**config.mk**
```make
export PLATFORM = sky130hd
export DESIGN_NAME = atht_front
export DESIGN_NICKNAME = d
export VERILOG_FILES = /design/src/rtl/core/atht_pkg.sv /design/src/rtl/core/atht_front.sv
export SDC_FILE = /design/constraint.sdc
export NUM_CORES = 1
export LEC_CHECK = 0
export BUFFER_PORTS_ARGS = -buffer_cell sky130_fd_sc_hd__clkbuf_2
export CAP_MARGIN = 10
export CORE_ASPECT_RATIO = 1.4
export CORE_MARGIN = 10
export CORE_UTILIZATION = 54
export DETAILED_ROUTE_END_ITERATION = 12
export GPL_TIMING_DRIVEN = 0
export PLACE_DENSITY = 0.8
export SLEW_MARGIN = 20
export SYNTH_ARGS = -nofsm -noshare
export SYNTH_HDL_FRONTEND = slang
export SYNTH_SLANG_ARGS = --single-unit
```
**constraint.sdc**
```tcl
create_clock -name clock -period 5.9 [get_ports clock]
set_input_delay 0.295 -clock clock [delete_from_list [all_inputs] [get_ports clock]]
set_output_delay 0.295 -clock clock [all_outputs]
set_load 0.02 [all_outputs]
```
**src/rtl/core/atht_pkg.sv**
```systemverilog
`default_nettype none
// ----------------------------------------------------------------------------
// atht_pkg
// Shared constants, types and hash constants for the allocation tracking table.
// ----------------------------------------------------------------------------
package atht_pkg;

   localparam int unsigned TableSlotsDefault = 256;

   localparam logic [1:0] OP_ALLOC   = 2'd0;
   localparam logic [1:0] OP_FREE    = 2'd1;
   localparam logic [1:0] OP_REALLOC = 2'd2;

   localparam logic [1:0] MARK_EMPTY = 2'd0;
   localparam logic [1:0] MARK_USED  = 2'd1;
   localparam logic [1:0] MARK_DEAD  = 2'd2;

   localparam logic [3:0] ST_RECORDED = 4'd0;
   localparam logic [3:0] ST_DROPPED  = 4'd1;
   localparam logic [3:0] ST_FREED    = 4'd2;
   localparam logic [3:0] ST_DOUBLE   = 4'd3;
   localparam logic [3:0] ST_UNTRACK  = 4'd4;
   localparam logic [3:0] ST_RESIZED  = 4'd5;
   localparam logic [3:0] ST_MOVED    = 4'd6;
   localparam logic [3:0] ST_REALLOC  = 4'd7;
   localparam logic [3:0] ST_IGNORED  = 4'd8;

   // classified command handed from front to back
   localparam logic [2:0] CMD_NONE    = 3'd0;
   localparam logic [2:0] CMD_ALLOC   = 3'd1;
   localparam logic [2:0] CMD_FREE    = 3'd2;
   localparam logic [2:0] CMD_REALLOC = 3'd3;

   localparam logic [31:0] HashMulA = 32'h7feb352d;
   localparam logic [31:0] HashMulB = 32'h846ca68b;

   typedef struct packed {
      logic [2:0]  cmd;
      logic [31:0] addr;
      logic [31:0] new_addr;
      logic [31:0] size;
      logic [31:0] file_tag;
      logic [15:0] line;
   } cmd_type;

   // record payload stored in the slot memory
   typedef struct packed {
      logic [31:0] addr;
      logic [31:0] bytes;
      logic [31:0] file;
      logic [15:0] line;
      logic [31:0] seq;
   } rec_type;

endpackage
`default_nettype wire

```
**src/rtl/core/atht_front.sv**
```systemverilog
`default_nettype none
// ----------------------------------------------------------------------------
// atht_front
// Accepts requests, classifies them and feeds a two-entry command queue.
// ----------------------------------------------------------------------------
module atht_front (
   input  wire logic              clock,
   input  wire logic              reset,
   input  wire logic              req_valid,
   output logic                   req_stall,
   input  wire logic [1:0]        req_op,
   input  wire logic [31:0]       req_addr,
   input  wire logic [31:0]       req_new_addr,
   input  wire logic [31:0]       req_size,
   input  wire logic [31:0]       req_file_tag,
   input  wire logic [15:0]       req_line,
   output logic                   q_valid,
   output atht_pkg::cmd_type      q_cmd,
   input  wire logic              q_pop
);
   atht_pkg::cmd_type cmd_in;
   atht_pkg::cmd_type ent_ff [2];
   atht_pkg::cmd_type ent_in [2];
   logic [1:0] cnt_ff, cnt_in;
   logic       push;

   always_comb begin
      cmd_in.addr     = req_addr;
      cmd_in.new_addr = req_new_addr;
      cmd_in.size     = req_size;
      cmd_in.file_tag = req_file_tag;
      cmd_in.line     = req_line;
      cmd_in.cmd      = atht_pkg::CMD_NONE;
      unique case (req_op)
         atht_pkg::OP_ALLOC:
            if (req_addr != '0) cmd_in.cmd = atht_pkg::CMD_ALLOC;
         atht_pkg::OP_FREE:
            if (req_addr != '0) cmd_in.cmd = atht_pkg::CMD_FREE;
         atht_pkg::OP_REALLOC: begin
            // realloc of null acts as an alloc of new_addr; size zero as a free
            if (req_addr == '0) begin
               cmd_in.addr = req_new_addr;
               if (req_new_addr != '0) cmd_in.cmd = atht_pkg::CMD_ALLOC;
            end else if (req_size == '0) begin
               cmd_in.cmd = atht_pkg::CMD_FREE;
            end else if (req_new_addr != '0) begin
               cmd_in.cmd = atht_pkg::CMD_REALLOC;
            end
         end
         default: cmd_in.cmd = atht_pkg::CMD_NONE;
      endcase
   end

   assign req_stall = (cnt_ff == 2'd2);
   assign push      = req_valid && !req_stall;
   assign q_valid   = (cnt_ff != 2'd0);
   assign q_cmd     = ent_ff[0];

   always_comb begin
      ent_in = ent_ff;
      cnt_in = cnt_ff;
      if (q_pop) begin
         ent_in[0] = ent_ff[1];
         cnt_in    = cnt_in - 2'd1;
      end
      if (push) begin
         ent_in[cnt_in[0]] = cmd_in;
         cnt_in            = cnt_in + 2'd1;
      end
   end

   always_ff @(posedge clock) begin
      if (reset) cnt_ff <= '0;
      else       cnt_ff <= cnt_in;
      ent_ff <= ent_in;
   end

   assert property (@(posedge clock) disable iff (reset) cnt_ff <= 2'd2)
      else $error("queue overflow");
   assert property (@(posedge clock) disable iff (reset) q_pop |-> q_valid)
      else $error("pop of empty queue");
   assert property (@(posedge clock) disable iff (reset)
      (push && !q_pop) |=> cnt_ff == $past(cnt_ff) + 2'd1)
      else $error("queue count lost a push");
endmodule
`default_nettype wire

```
==> impl_metrics.ini <==
[logic_synthesis]
ys_types = 32
synth_edf_count = 147
synth_flop_cell = dfxtp_1
synth.area.top_cells = edfxtp_1 (36%), dfxtp_1 (24%), mux2i_1 (12%)
syn_avg_cell_area_um2 = 11.9
synthMuxAreaShare = 0.120
synth_top_family_by_area = multiplexers
synth_fa_ha_area_frac = 0.00304
ys_ff_latch = 296
netlist_instances = 1033
seq_area_frac_synth = 0.599
synth_compound_area_frac = 0.0946
syn_nets = 1186
synthSimpleGateAreaFrac = 0.0665
netlist.area_leader.share = 0.358
yosysWarningCount = 0
synth_top_area_cell = edfxtp_1
netlist_area_mm2 = 0.0123
synth_xor_xnor_area_share = 0.00132
async_flop_share = 0

[finish]
finalNetCount = 1622
regArea_mm2 = 0.00740
finish.instance_area_mm2 = 0.0163
synthToLayoutAreaGrowth_pct = 32.0
final_common_cell = clkbuf_2
drive_above_1_share = 0.378
n_fill_cell = 1515
mostFrequentLayoutCells = clkbuf_2 (297), buf_4 (158), dfxtp_1 (149)
multi_input_area_mm2 = 0.00354
final_util = 0.723

[drt]
wire_per_inst_um = 19.4
vias = 9195
firstDrtPassIters = 5
via_per_inst = 5.12
detail-route-antenna-nets = 0
drtIter0Drc = 463
finalWirelength_mm = 34.8
drc = 0

[power_and_ir_drop]
vdd_drop_max_uv = 293
powerDensity_mw_per_mm2 = 432
p_leak_nw = 7.48
clkPwrFrac = 0.257
power_frac_comb = 0.328
pwr-share-seq = 0.415
p_int_mw = 4.76
p_total_mw = 7.03
switching_share = 0.323
switching_power_mw = 2.27

[sta]
skew_ns = 0.00826
setup_tns_ns = 0
report.final.slew_viol_count = 0
relSlewSlack = 0.471
tightest_slew_ns = 0.794
holdWs_ns = 0.0237
min_period_ns = 2.26
fin_crit_sh = 0.383
hold_viol_final = 0
fmax_mhz = 442
rsz0062_at_grt = false
setup_viol = 0

[grt]
grt_pass1_wl_mm = 53.7
antenna_found_initial = 2
overflow = 0
grt_pass1_vias = 9764
track_usage = 0.226
grt_max_degree = 49

[hold_path]
holdCritStartpoint = req_new_addr[9]
hp-class = in -> reg

[clocking]
cts_sinks = 296
clk_path_buf_depth = 3
worstSkewPairLatency_ns = 0.53
cts_resized = 0
cts_buffers = 28
cts_tree = built
postCtsSetupBuffers = 0
cts.htree.levels = 1
root_buffer = clkbuf_16
cts_hold_buf = 105
clk_pin_slew_ns = 0.06

[placed_design]
portBuffers = 297
dp_hpwl_mm = 23.5
place.gp.congestion = 0.807
place_area_mm2 = 0.0143

[floorplanning]
core_mm2 = 0.0225
die_w_um = 148
initial_core_util = 0.548
fp.dieArea_mm2 = 0.0294
num_io_pins = 299
rows = 65
fp.dieH_um = 199

[critical_path]
start_kind = flop
reg2reg_from = cnt_ff[0]
critPathMaxFanout = 10
crit_path_end_kind = flop
crit_type = reg -> reg
crit_arrival_ns = 2.73
worstSetupStartpoint = cnt_ff[0]
critPathRequiredTime_ns = 6.37

[run]
drv_cap = 0

[outcome]
outcome = complete, no violations
path summary, 6_finish.rpt:
kind / endpoint / slack (ns) / cells after the start
worst max-delay path: q_cmd[115] / 3.64 / 8
worst min register to register: q_cmd[146] / 0.49 / 2
worst max register to register: q_cmd[115] / 3.64 / 8
worst min-delay path: flop / 0.02 / 1
kinds of logic (layout without fill, tap and decap cells):
logic type | count (synthesis) | in the layout
AND/OR/NAND/NOR | 190 | 190
flip-flops | 296 | 296
adder cells (fa/ha/maj) | 3 | 3
other | 0 | 3
multiplexers | 148 | 148
XOR/XNOR | 1 | 1
AO/OA/AOI/OAI | 190 | 190
buffers and inverters | 205 | 663
area by class of cell:
class,count,share of cell area
sequential,296,0.454
clock inverter,10,0.00630
buffer,199,0.0857
clock buffer,42,0.0506
tap,301,0.0231
antenna,3,0.000461
timing repair buffer,406,0.161
inverter,6,0.00138
multi-input combinational,532,0.217
critical path: stages (launching register included):
cell and delay [ns]:
dfxtp_1 0.39, inv_1 0.10, ha_1 0.21, nand2b_1 0.21
nor2_1 0.16, buf_4 0.24, buf_4 0.22, clkbuf_1 0.48
a21o_1 0.18
power groups by stage:
stage,sequential (mW),combinational [mW],clock [mW]
floorplan,2.91,1.53,0
global placement,2.96,2.17,0
detailed placement,2.94,2.23,0
CTS,2.90,2.30,1.84
global route,2.97,2.47,1.92
finish,2.92,2.30,1.81
synthesized netlist by cell type (2+ instances only):
cell type / count
nand4_1: 6
buf_4: 158
a21o_1: 32
ha_1: 3
buf_2: 20
o311ai_0: 2
inv_1: 5
nand2_1: 114
edfxtp_1: 147
dfxtp_1: 149
mux2i_1: 147
clkbuf_1: 16
nor4_1: 24
a21o_2: 32
buf_6: 4
a21oi_1: 6
nor2_1: 38
o21ai_0: 115
nor2b_1: 2
per-layer routing:
layer | part of all wire | up-vias | track usage
met5 | 0 | - | 0
li1 | - | 4385 | -
met3 | 0.059 | 62 | 0.0452
met1 | 0.38 | 4459 | 0.257
met2 | 0.53 | 289 | 0.413
met4 | 0.028 | 0 | 0.0776
metrics by stage:
step / cells / setup slack [ns]
floorplan: 1033 / 0.883
global placement: 1631 / -1.08
detailed placement: 1634 / 3.65
CTS: 1791 / 3.61
global route: 1794 / 3.47
finish: 1795 / 3.64
Power figures use the tool's default switching activity.
